--- src/hdl/pts_pkg.sv ---
package pts_pkg;

	localparam int unsigned MaxNest   = 255;
	localparam int unsigned LenCap    = 65535;
	localparam int unsigned NestW     = 8;
	localparam int unsigned LenW      = 16;
	localparam int unsigned PosW      = 32;
	localparam int unsigned RadixLim  = 36;

	typedef enum logic [3:0] {
		M_IDLE, M_DOCCHK, M_CMT, M_DOCTYPE, M_SLASH, M_LIT, M_IMM, M_OPER,
		M_NUM, M_ANGLE, M_STR, M_HEX, M_A85, M_DICT, M_ARRAY, M_PROC
	} mode_t;

	typedef enum logic [3:0] {
		S_NONE, S_STR, S_ESC, S_CMT, S_LT, S_GT, S_HEX, S_A85, S_A85T
	} sub_t;

	localparam logic [3:0] K_INT = 4'd0, K_REAL = 4'd1, K_LIT = 4'd2, K_IMM = 4'd3,
		K_STR = 4'd4, K_HEX = 4'd5, K_A85 = 4'd6, K_DICT = 4'd7, K_ARRAY = 4'd8,
		K_PROC = 4'd9, K_OPER = 4'd10, K_DOC = 4'd11;

	localparam logic [1:0] ST_OK = 2'd0, ST_HEX = 2'd1, ST_A85 = 2'd2, ST_NEST = 2'd3;

	// scanner state carried between bytes
	typedef struct packed {
		mode_t             mode;
		logic [3:0]        num;
		logic [NestW-1:0]  nest;
		logic [NestW-1:0]  paren;
		sub_t              sub;
		logic              first;
		logic [PosW-1:0]   pos;
		logic [PosW-1:0]   start;
		logic [LenW-1:0]   len;
	} scan_t;

	// one finished token
	typedef struct packed {
		logic              valid;
		logic [3:0]        kind;
		logic [1:0]        status;
		logic [PosW-1:0]   start;
		logic [LenW-1:0]   len;
	} tok_t;

	function automatic logic [3:0] mode_kind(mode_t m);
		logic [3:0] k;
		case (m)
			M_DOCCHK, M_CMT, M_DOCTYPE: k = K_DOC;
			M_SLASH, M_LIT:             k = K_LIT;
			M_IMM:                      k = K_IMM;
			M_ANGLE, M_HEX:             k = K_HEX;
			M_STR:                      k = K_STR;
			M_A85:                      k = K_A85;
			M_DICT:                     k = K_DICT;
			M_ARRAY:                    k = K_ARRAY;
			M_PROC:                     k = K_PROC;
			default:                    k = K_OPER;
		endcase
		return k;
	endfunction

endpackage

--- src/hdl/pts_step.sv ---
// Next-state and token logic for one source byte
module pts_step (
	input  pts_pkg::scan_t cur,
	input  logic [7:0]     c,
	input  logic           restart,
	output pts_pkg::scan_t nxt,
	output pts_pkg::tok_t  tok
);
	import pts_pkg::*;

	scan_t s;
	scan_t n;
	logic  white, nl, delim, dig;
	logic [6:0] dval;
	logic  do_emit, do_start, cont, done_c;
	logic [3:0] ekind;
	logic [1:0] estat;
	logic [3:0] nn;
	logic  ex, sg;
	logic  reproc;
	logic [7:0] opn, cls;

	always_comb begin
		white = (c == 8'd0) || (c == 8'd9) || (c == 8'd10) || (c == 8'd12) ||
			(c == 8'd13) || (c == 8'd32);
		nl = (c == 8'd10) || (c == 8'd13);
		delim = white || c == "(" || c == ")" || c == "<" || c == ">" || c == "[" ||
			c == "]" || c == "{" || c == "}" || c == "/" || c == "%";
		if (c >= "0" && c <= "9") dval = 7'(c - 8'h30);
		else if (c >= "A" && c <= "Z") dval = 7'(c - 8'h41) + 7'd10;
		else if (c >= "a" && c <= "z") dval = 7'(c - 8'h61) + 7'd10;
		else dval = 7'd99;
		dig = dval < 7'd10;
		ex = c == "E" || c == "e";
		sg = c == "+" || c == "-";
		case (cur.num)
			4'd1: nn = dig ? 4'd1 : c == "." ? 4'd4 : c == "#" ? 4'd5 : 4'd0;
			4'd2: nn = dig ? 4'd6 : c == "." ? 4'd3 : 4'd0;
			4'd3: nn = dig ? 4'd7 : 4'd0;
			4'd4, 4'd7: nn = dig ? 4'd7 : ex ? 4'd8 : 4'd0;
			4'd5, 4'd9: nn = (dval < 7'(RadixLim)) ? 4'd9 : 4'd0;
			4'd6: nn = dig ? 4'd6 : c == "." ? 4'd7 : 4'd0;
			4'd8: nn = dig ? 4'd10 : sg ? 4'd11 : 4'd0;
			4'd10, 4'd11: nn = dig ? 4'd10 : 4'd0;
			default: nn = 4'd0;
		endcase
	end

	always_comb begin
		s = cur;
		if (restart) begin
			s.mode = M_IDLE; s.num = '0; s.nest = '0; s.paren = '0; s.sub = S_NONE;
			s.first = 1'b1; s.pos = '0; s.start = '0; s.len = '0;
		end
		n = s;
		do_emit = 1'b0;
		do_start = 1'b0;
		cont = 1'b0;
		done_c = 1'b0;
		ekind = mode_kind(s.mode);
		estat = ST_OK;
		reproc = 1'b0;
		opn = (s.mode == M_PROC) ? "{" : "[";
		cls = (s.mode == M_PROC) ? "}" : "]";
		case (s.mode)
			M_IDLE: do_start = 1'b1;
			M_DOCCHK: begin
				if (c == "!") begin
					n.mode = M_DOCTYPE;
					if (s.len < LenW'(LenCap)) n.len = s.len + 1'b1;
				end else n.mode = nl ? M_IDLE : M_CMT;
			end
			M_CMT: if (nl) n.mode = M_IDLE;
			M_DOCTYPE: begin
				if (nl) do_emit = 1'b1;
				else if (s.len < LenW'(LenCap)) n.len = s.len + 1'b1;
			end
			M_SLASH, M_LIT, M_IMM, M_OPER, M_NUM: begin
				if (delim && !(s.mode == M_SLASH && c == "/")) begin
					do_emit = 1'b1;
					do_start = 1'b1;
					if (s.mode == M_NUM)
						ekind = (s.num == 4'd1 || s.num == 4'd6 || s.num == 4'd9) ? K_INT :
							(s.num == 4'd4 || s.num == 4'd7 || s.num == 4'd10) ? K_REAL : K_OPER;
				end else begin
					if (s.len < LenW'(LenCap)) n.len = s.len + 1'b1;
					if (s.mode == M_SLASH) n.mode = (c == "/") ? M_IMM : M_LIT;
					if (s.mode == M_NUM) begin
						n.num = nn;
						if (nn == 4'd0) n.mode = M_OPER;
					end
				end
			end
			default: begin
				cont = 1'b1;
				if (s.len < LenW'(LenCap)) n.len = s.len + 1'b1;
				// lookahead subs S_LT / S_GT fall through to a second pass on other bytes
				case (s.sub)
					S_STR: begin
						if (c == "\\") n.sub = S_ESC;
						else if (c == "(") begin
							if (s.paren >= NestW'(MaxNest)) begin done_c = 1'b1; estat = ST_NEST; end
							else n.paren = s.paren + 1'b1;
						end else if (c == ")") begin
							if (s.paren <= NestW'(1)) begin
								n.paren = '0; n.sub = S_NONE;
								if (s.mode == M_STR) done_c = 1'b1;
							end else n.paren = s.paren - 1'b1;
						end
					end
					S_ESC: n.sub = S_STR;
					S_CMT: if (nl) n.sub = S_NONE;
					S_HEX: reproc = 1'b1;
					S_A85: begin
						if (c == "~") n.sub = S_A85T;
						else if ((c < "!" || c > "u") && !white && c != "z") begin
							done_c = 1'b1; estat = ST_A85;
						end
					end
					S_A85T: begin
						if (c != ">") begin done_c = 1'b1; estat = ST_A85; end
						else begin
							n.sub = S_NONE;
							if (s.mode == M_A85) done_c = 1'b1;
						end
					end
					S_LT: begin
						if (c == "<") begin
							n.sub = S_NONE;
							if (s.mode == M_ANGLE) begin n.mode = M_DICT; n.nest = NestW'(1); end
							else if (s.nest >= NestW'(MaxNest)) begin
								done_c = 1'b1; estat = ST_NEST;
							end else n.nest = s.nest + 1'b1;
						end else if (c == "~") begin
							if (s.mode == M_ANGLE) n.mode = M_A85;
							n.sub = S_A85;
						end else begin
							if (s.mode == M_ANGLE) n.mode = M_HEX;
							n.sub = S_HEX;
							reproc = 1'b1;
						end
					end
					S_GT: begin
						n.sub = S_NONE;
						if (c == ">") begin
							n.nest = (s.nest != '0) ? s.nest - 1'b1 : s.nest;
							if (s.nest <= NestW'(1)) done_c = 1'b1;
						end else reproc = 1'b1;
					end
					default: reproc = 1'b1;
				endcase
				// second pass: hex byte, plain byte, or byte after a lone '>' in a dict
				if (reproc) begin
					if (n.sub == S_HEX) begin
						if (c == ">") begin
							n.sub = S_NONE;
							if (n.mode == M_HEX) done_c = 1'b1;
						end else if (dval >= 7'd16 && !white) begin
							done_c = 1'b1; estat = ST_HEX;
						end
					end else begin
						n.sub = S_NONE;
						if (c == "%") n.sub = S_CMT;
						else if (c == "(") begin n.sub = S_STR; n.paren = NestW'(1); end
						else if (n.mode == M_DICT) begin
							if (c == "<") n.sub = S_LT;
							else if (c == ">") n.sub = S_GT;
						end else if (c == opn) begin
							if (n.nest >= NestW'(MaxNest)) begin done_c = 1'b1; estat = ST_NEST; end
							else n.nest = n.nest + 1'b1;
						end else if (c == cls) begin
							if (n.nest <= NestW'(1)) begin n.nest = '0; done_c = 1'b1; end
							else n.nest = n.nest - 1'b1;
						end
					end
				end
				if (done_c) begin
					do_emit = 1'b1;
					ekind = mode_kind(n.mode);
				end
			end
		endcase
		tok.valid  = do_emit;
		tok.kind   = ekind;
		tok.status = estat;
		tok.start  = s.start;
		tok.len    = cont ? n.len : s.len;
		if (do_emit) begin
			n.mode = M_IDLE; n.num = '0; n.nest = '0; n.paren = '0; n.sub = S_NONE;
		end
		// first byte of the next token
		if (do_start && !white) begin
			n.mode = M_OPER; n.num = '0; n.nest = '0; n.paren = '0; n.sub = S_NONE;
			n.start = s.pos;
			n.len = LenW'(1);
			if (c == "%") begin
				n.mode = s.first ? M_DOCCHK : M_CMT;
				n.first = 1'b0;
			end else if (c == "/") n.mode = M_SLASH;
			else if (c == "{") begin n.mode = M_PROC; n.nest = NestW'(1); end
			else if (c == "[") begin n.mode = M_ARRAY; n.nest = NestW'(1); end
			else if (c == "(") begin n.mode = M_STR; n.sub = S_STR; n.paren = NestW'(1); end
			else if (c == "<") begin n.mode = M_ANGLE; n.sub = S_LT; end
			else if (dig) begin n.mode = M_NUM; n.num = 4'd1; end
			else if (sg) begin n.mode = M_NUM; n.num = 4'd2; end
			else if (c == ".") begin n.mode = M_NUM; n.num = 4'd3; end
		end
		n.pos = s.pos + 1'b1;
		nxt = n;
	end

endmodule

--- src/hdl/postscript_token_scanner.sv ---
// channel | direction | tdata fields (low bit up)              | tuser
// s_axis  | in        | data_byte[7:0]                         | begin_stream
// m_axis  | out       | token_kind[3:0] status[5:4]            | -
//         |           | token_start[37:6] token_length[53:38]  |
// One byte per cycle while ready is high: a byte is scanned in the cycle it is
// accepted, the token lands in a one-entry output register the next cycle.
// Input is taken whenever the output register is empty or being drained in the
// same cycle. arst_n clears scanner state and empties the output register.
module postscript_token_scanner (
	input  logic        clk,
	input  logic        arst_n,
	input  logic        s_axis_tvalid,
	output logic        s_axis_tready,
	input  logic [7:0]  s_axis_tdata,   // data_byte
	input  logic        s_axis_tuser,   // begin_stream
	output logic        m_axis_tvalid,
	input  logic        m_axis_tready,
	output logic [55:0] m_axis_tdata    // kind, status, start, length, 2 pad bits
);
	import pts_pkg::*;

	scan_t st_q, st_nx;
	tok_t  tk_nx;
	logic  ovld_q;
	logic [53:0] odat_q;
	logic  take;

	pts_step u_step (
		.cur(st_q), .c(s_axis_tdata), .restart(s_axis_tuser), .nxt(st_nx), .tok(tk_nx)
	);

	assign s_axis_tready = !ovld_q || m_axis_tready;
	assign take = s_axis_tvalid && s_axis_tready;

	// scanner state
	always_ff @(posedge clk or negedge arst_n) begin
		if (!arst_n) begin
			st_q <= '{mode: M_IDLE, num: '0, nest: '0, paren: '0, sub: S_NONE,
				first: 1'b1, pos: '0, start: '0, len: '0};
		end else if (take) begin
			st_q <= st_nx;
		end
	end

	// output register
	always_ff @(posedge clk or negedge arst_n) begin
		if (!arst_n) begin
			ovld_q <= 1'b0;
		end else if (take) begin
			ovld_q <= tk_nx.valid;
		end else if (m_axis_tready) begin
			ovld_q <= 1'b0;
		end
	end

	always_ff @(posedge clk) begin
		if (take && tk_nx.valid) odat_q <= {tk_nx.len, tk_nx.start, tk_nx.status, tk_nx.kind};
	end

	assign m_axis_tvalid = ovld_q;
	assign m_axis_tdata  = {2'b00, odat_q};

endmodule

--- config.mk ---
export PLATFORM = sky130hd
export DESIGN_NAME = postscript_token_scanner
export DESIGN_NICKNAME = d
export VERILOG_FILES = /design/src/hdl/pts_pkg.sv /design/src/hdl/pts_step.sv /design/src/hdl/postscript_token_scanner.sv
export SDC_FILE = /design/constraint.sdc
export NUM_CORES = 1
export LEC_CHECK = 0
export BUFFER_PORTS_ARGS = -buffer_cell sky130_fd_sc_hd__buf_2
export CAP_MARGIN = 5
export CORE_MARGIN = 1
export CORE_UTILIZATION = 55
export DETAILED_ROUTE_END_ITERATION = 12
export GPL_TIMING_DRIVEN = 0
export PLACE_DENSITY = 0.73
export SLEW_MARGIN = 30
export SYNTH_ARGS = -nofsm -noshare
export SYNTH_HDL_FRONTEND = slang
export SYNTH_SLANG_ARGS = --single-unit
--- constraint.sdc ---
create_clock -name clk -period 7.3 [get_ports clk]
set_input_delay 1.46 -clock clk [delete_from_list [all_inputs] [get_ports clk]]
set_output_delay 1.46 -clock clk [all_outputs]
set_load 0.01 [all_outputs]
-- Word-level counts from Yosys, hierarchy flattened
Memory sizes are Yosys's and may differ from the RTL's.
Index checks and enable logic that the tools add are counted.
- add/subtract/negate cells: 13
- reduce and logical (&&, ||, !) cells: 53
- muxes and demuxes: 178
- eq/ne operators: 67
- magnitude comparators: 18
- operator list (kind ; number):
    $mux W4 ; 52
    $mux W8 ; 24
    $mux W16 ; 7
    $mux W109 ; 1
    $eq A8 B6 Y1 const B ; 12
    $eq A8 B7 Y1 const B ; 8
    $pmux W16 S4 ; 1
    $eq A4 B3 Y1 const B ; 15
    $eq A4 B4 Y1 const B ; 14
    $mux W24 ; 2
    $mux W48 ; 1
    $mux W2 ; 22
    $mux W1 ; 41
    $mux W20 ; 2
    $mux W12 ; 3
    $add A32 B1 Y32 const B ; 1
    $eq A8 B4 Y1 const B ; 4
    $pmux W4 S8 ; 1
    $mux W29 ; 1
    $mux W28 ; 1
    $pmux W4 S7 ; 1
    $add A8 B1 Y8 const B ; 3
    $eq A4 B2 Y1 const B ; 6
    $ge A8 B8 Y1 const B ; 3
    other kinds (42) ; 103
- bits of input ports: 13
- bits in read-only memories: 128
- logic and storage cells: 343
- output and inout bits: 58
- flip-flop bits (word level): 164
- memories kept: 2
- memory list (memory ; words ; bits a word ; rd ports ; clocked after Yosys merged registers in ; wr ports ; RTL line ; RTL):
    (no name shown) ; 16 ; 4 ; 1 ; 0 ; 0 ; pts_pkg.sv:49 ; case (m)
    (no name shown) ; 16 ; 4 ; 1 ; 0 ; 0 ; pts_pkg.sv:49 ;

-- Longest topological paths before layout
- depth after elaboration: 25
- depth in mapped cells: 19
- depth with buffers taken out: 18

-- Hierarchy
From an unflattened synthesis, not the netlist that was laid out.
- cells, all modules: 1444
- area, all modules: 12648.4 µm²
- by module, submodules not included (module ; area each (µm²) ; cells an instance ; sequential area each (µm²) ; times used):
    pts_step ; 6856.6 ; 1151 ; 0.0 ; 1
    postscript_token_scanner ; 5791.8 ; 293 ; 4375.4 ; 1

-- Worst setup path before layout
No wires, ideal clock.
- path kind: in2reg
- start point: in s_axis_tuser
- end point: reg odat_q[0] (enable)
- arrival: 7007 ps
- data required time: 6834 ps
- buffers on the path: 0
- path slack: -173 ps
- cell stages on the path: 17
- library setup time: 466 ps
- cell sequence: clkinv_1 nand2_1 inv_1 ha_1 nand3b_1 nor3_1 nand3b_1 a21oi_1 nor4_1 ha_1 nor2_1 or3_1 nor2_1 nand3_1 a21boi_2 nor2_1 nor2_1
- cells in the longest elaborated chain, start to end: 20
- elaborated cells between the ends (all ways): 99
- classes of those cells: add/sub (2); order compare (6); eq/ne (24); mux (58); reduce/logical (9)
- RTL lines (item ; RTL line ; RTL):
    from (decl) ; postscript_token_scanner.sv:15 ; input logic s_axis_tuser,
    $mux W109 (*) ; pts_step.sv:51 ; if (restart) begin
    $add A8 B1 Y8, or another cell as far along ; pts_step.sv:133 ; end else n.nest = s.nest + 1'b1;
    $mux W8 or $mux W1 (tied branches) ; pts_step.sv:131, pts_step.sv:107 ;
    $mux W8 or $mux W1 (tied branches) ; pts_step.sv:130, pts_step.sv:105 ;
    $mux W8 or $mux W1 (tied branches) ; pts_step.sv:128, pts_step.sv:104 ;
    $pmux W8 S2 or $mux W1 (tied branches) ; pts_step.sv:98, pts_step.sv:101 ;
    $mux W8 or $mux W1 (tied branches) ; pts_step.sv:65, pts_step.sv:100 ;
    $le A8 B1 Y1 or $pmux W1 S5 (tied branches) ; pts_step.sv:172, pts_step.sv:98 ;
    (+4 left out) ; - ;
    $mux W1 ; pts_step.sv:164 ; else if (c == "(") begin n.sub = S_STR; n.paren = NestW'(1); end
    $mux W1 ; pts_step.sv:163 ; if (c == "%") n.sub = S_CMT;
    $mux W1 ; pts_step.sv:154 ; if (n.sub == S_HEX) begin
    $mux W1 ; pts_step.sv:153 ; if (reproc) begin
    $mux W1 ; pts_step.sv:65 ; case (s.mode)
    $mux W1 ; pts_step.sv:177 ; if (done_c) begin
    $pmux W1 S3 (*) ; pts_step.sv:65 ;
    $logic_and A1 B1 Y1 (*) ; postscript_token_scanner.sv:57 ; if (take && tk_nx.valid) odat_q <= {tk_nx.len, tk_nx.start, tk_nx.status, tk_nx.kind};
    to (signal assigned) ; postscript_token_scanner.sv:57 ;
    to (decl) ; postscript_token_scanner.sv:25 ; logic [53:0] odat_q;
Every way passes the cells marked *; elsewhere a longest branch is shown, timed or not. The select of a mux whose other input is x is not followed.
A chain may end at the register's enable or synchronous reset.

-- Final worst setup path
- start point: in s_axis_tuser
- end point: reg odat_q[51] (enable)
Same word-level chain as after synthesis.

==> impl_summary.md <==
Synthesis
Synthesis inferred 164 register bits. Of the synthesized area, sequential elements account for 0.370. The number of distinct library cell variants in the gate-level netlist after synthesis is 92.

After synthesis, the largest family of logic cells by area is simple AND/OR/NAND/NOR gates. The Yosys step of the flow raised 0 warnings. The share of the synthesized area in compound gates (AO/OA/AOI/OAI) is 0.233.

Of the total synthesized cell area, the portion taken by AND, OR, NAND and NOR gates is 0.280. Of the total synthesized cell area, the portion taken by full adders, half adders and majority gates is 0.0232. The most common flop cell mapped by yosys is sky130_fd_sc_hd__dfrtp_1. The share of synthesized flip-flops with an asynchronous set or reset is 0.671.

The average size of a mapped cell is 8.17 sq um. The number of enable-type register cells in the synthesized netlist is 54. Of the post-synthesis cell area, the part taken by muxes is 0.0150. The instance count of the mapped netlist is 1,449. The xor/xnor share of the synthesized area is 0.0348. The post-synthesis instance area is 11,800 sq um.

Power and ir drop
The total power density per cell area is 184 nW/um^2. The worst-case IR drop observed on VDD is 146 uV. The relative contribution of the clock network to total power is 0.380. The share of total power dissipated in sequential elements is 0.420.

Of the total power, the share spent switching nets is 0.335. The internal power of the cells totals 1620 uW. The fraction of power consumed by combinational cells is 0.200. The static leakage power is 0.00501 uW. In this run the power spent charging and discharging nets is 818 uW.

Critical path
The worst setup path is captured at a flop. The biggest fanout along the worst timing path is 27. For the worst setup path, the data required time is 7440 ps.

The data arrival time at the worst-slack endpoint is 7130 ps. The startpoint-to-endpoint class of the critical path is input pin to flop. The worst setup path is launched from an input pin.

Timing
Measured against its own limit, the worst slew margin works out to 0.306. The hold violation count in the final report is 0. The worst path needs 6990 ps of the cycle, external delays included. The peak clock frequency supported by timing is 143 MHz. The final number of max-transition violations came to 0. The post-route clock period utilization is 0.957.

For the pin with the worst max-slew slack, the measured transition is 1030 ps. The post-route clock skew is 13.5 ps. Setup repair after global routing left no endpoint under its margin.

The count of final setup violators is 0.

Placement
Detailed placement ended at an HPWL of 29.0 mm. The number of placed instances, taps included, is 1,795. Routability-driven placement finished with a final weighted congestion of 1.04. The port buffer count is 67.

Detailed routing
The count of vias placed by the detailed router is 12,400. The routed design has 40.0 mm of wire. The number of design-rule violations left by the first detailed-router iteration is 1,668. The mean routed wirelength per cell is 21.9 um.

The number of detailed-route iterations in the first pass is 6. The count of nets left with antenna violations once routing finished came out at 0. After detailed routing, the number of remaining DRC violations is 0. Dividing the detail-routed via count by the number of cells gives 6.76.

Finish
The number of antenna diodes in the final layout is 0. The core utilization of the finished layout is 0.628. The filler-free cell count of the finished design is 1,827. The fraction of final layout cells with drive strength greater than 1 is 0.104. Compared with the post-synthesis result, the final layout area differs by 11.9%.

In the final design database the tool counted 1,574 nets.

CTS
In this run the post-CTS setup repair buffer count came out at 0. For this design, the sink count on the clock tree is 164. The root buffer selected by CTS is sky130_fd_sc_hd__clkbuf_16.

The clock-pin slew on the worst setup and hold paths is 70 ps. The TritonCTS clock tree is yes. The clock passes through at most 2 buffers. The clock insertion delay at the later pin of the skew report is 450 ps. The number of clock buffers inserted by TritonCTS is 17. The number of buffers inserted by hold repair at cts is 0. The maximum level of the CTS H-tree is 4.

Floorplanning
The die span in y is 149 um. The floorplan has 53 rows. The die is 149 um wide. The number of top-level design ports is 71. The core region area is 21,100 sq um. For this configuration, the core starts out at a cell density of 0.562.

The die covers 22,100 sq um.

Global routing
Across every metal layer, demand over resource in global routing totals 0.367. The wire length of the first global-routing pass is 62.4 mm. The number of global-route vias before repair is 11,300. Global routing finished with a remaining overflow of 0. The initial antenna violation count is 0. Entering global routing, the biggest net connects 66 pins.

Hold path
The worst hold path belongs to the class flop to flop.

Job
The tool flagged a number of max-cap violations equal to 0.

Status
The run finished with clean final reports.
-- flip-flops by register name (all words and copies together) (netlist names) --
name           count
st_q             109
odat_q            54
m_axis_tvalid      1
-- worst paths after layout --
kind	start	to	slack [ps]	depth (start not counted)
worst max-delay path	s_axis_tuser	odat_q[51]	310	20
worst min-delay path	st_q[46]	st_q[46]	510	2
worst max register to register	st_q[93]	odat_q[51]	1080	19
worst min register to register	st_q[46]	st_q[46]	510	2
max in group asynchronous	arst_n	st_q[62]	5700	2
min in group asynchronous	arst_n	st_q[103]	890	1
-- per-layer routing --
| layer | part of all wire | track usage |
|---|---|---|
| met2 | 0.44 | 0.543 |
| met1 | 0.43 | 0.515 |
| met5 | 0 | 0 |
| met3 | 0.10 | 0.0810 |
| met4 | 0.035 | 0.157 |
-- power groups by stage --
stage               Clock (uW)  Combinational, uW  Sequential [uW]
floorplan                    0                314             1030
global placement             0                460             1040
detailed placement           0                469             1040
CTS                        931                472             1020
global route               965                527             1030
finish                     928                489             1030
-- cell usage after synthesis, types with 13 or more instances --
cell type / n / area [sq um]
sky130_fd_sc_hd__clkbuf_1: 86 / 323
sky130_fd_sc_hd__o21ai_0: 118 / 591
sky130_fd_sc_hd__buf_2: 13 / 65.1
sky130_fd_sc_hd__xnor2_1: 33 / 289
sky130_fd_sc_hd__a21oi_1: 95 / 475
sky130_fd_sc_hd__nor4_1: 24 / 150
sky130_fd_sc_hd__and3_1: 22 / 138
sky130_fd_sc_hd__nor3b_1: 13 / 97.6
sky130_fd_sc_hd__ha_1: 22 / 275
sky130_fd_sc_hd__nand2b_1: 14 / 87.6
sky130_fd_sc_hd__inv_1: 20 / 75.1
sky130_fd_sc_hd__nor3_1: 38 / 190
sky130_fd_sc_hd__o211ai_1: 14 / 105
sky130_fd_sc_hd__dfrtp_1: 109 / 2730
sky130_fd_sc_hd__nand4_1: 19 / 119
sky130_fd_sc_hd__nand2_1: 178 / 668
sky130_fd_sc_hd__nor2_1: 115 / 432
sky130_fd_sc_hd__xor2_1: 14 / 123
sky130_fd_sc_hd__a22oi_1: 36 / 270
sky130_fd_sc_hd__a31oi_1: 15 / 93.8
sky130_fd_sc_hd__edfxtp_1: 54 / 1620
sky130_fd_sc_hd__nor2b_1: 75 / 469
sky130_fd_sc_hd__o31ai_1: 18 / 135
sky130_fd_sc_hd__nand3_1: 74 / 370
-- repair_timing --
item	4_1_cts	5_1_grt
cloned	0	0
endpoints found under the setup margin	2	4
endpoints found under the hold margin	0	0
gates resized for setup	1	4
-- cell type report --
type | count | area [sq um]
fillers | 1891 | 7840
multi-input cells | 1155 | 6970
flip-flops and latches | 164 | 4380
plain buffers | 110 | 448
repair buffers | 70 | 428
clock buffers | 17 | 425
well taps | 275 | 344
clock inverters | 15 | 181
inverters | 21 | 78.8
-- worst max-delay path: stages --
cell and delay (ps):
sky130_fd_sc_hd__buf_2 190, sky130_fd_sc_hd__clkinv_1 280, sky130_fd_sc_hd__nand2_1 210, sky130_fd_sc_hd__inv_1 200
sky130_fd_sc_hd__ha_1 240, sky130_fd_sc_hd__nand3b_1 140, sky130_fd_sc_hd__nor3_1 700, sky130_fd_sc_hd__nand3b_1 200
sky130_fd_sc_hd__a21oi_1 90, sky130_fd_sc_hd__nor4_2 620, sky130_fd_sc_hd__ha_1 320, sky130_fd_sc_hd__nor2_1 50
sky130_fd_sc_hd__or3_1 320, sky130_fd_sc_hd__nor2_1 200, sky130_fd_sc_hd__nand3_1 330, sky130_fd_sc_hd__a21boi_2 570
sky130_fd_sc_hd__nor2_1 220, sky130_fd_sc_hd__nor2_4 320, sky130_fd_sc_hd__buf_16 240, sky130_fd_sc_hd__buf_16 190
-- placed cells by master (no fill, tap or decap), types with 33 or more instances in the layout --
master,synthesis,layout
sky130_fd_sc_hd__nand2_1,178,178
sky130_fd_sc_hd__o21ai_0,118,118
sky130_fd_sc_hd__nor2_1,115,114
sky130_fd_sc_hd__dfrtp_1,109,109
sky130_fd_sc_hd__a21oi_1,95,95
sky130_fd_sc_hd__clkbuf_1,86,83
sky130_fd_sc_hd__buf_2,13,79
sky130_fd_sc_hd__nor2b_1,75,75
sky130_fd_sc_hd__nand3_1,74,74
sky130_fd_sc_hd__edfxtp_1,54,54
sky130_fd_sc_hd__nor3_1,38,38
sky130_fd_sc_hd__a22oi_1,36,36
sky130_fd_sc_hd__xnor2_1,33,33
-- cells by family after synthesis --
group	after synthesis
AO/OA/AOI/OAI	420
buffers and inverters	131
AND/OR/NAND/NOR	647
flip-flops	164
multiplexers	17
adder cells (fa/ha/maj)	22
XOR/XNOR	47
other	1
-- stage by stage --
stage	setup slack (ps)	total power, uW	setup TNS (ps)	hold slack (ps)	cell area, sq um
finish	315	2440	0	508	13200
global route	8.30	2520	0	534	13200
CTS	207	2430	0	506	13200
detailed placement	-516	1510	-2230	492	12600
global placement	-1570	1500	-85780	482	12500
floorplan	726	1350	0	462	11800
Note: power is estimated with default switching activity, not from simulation.
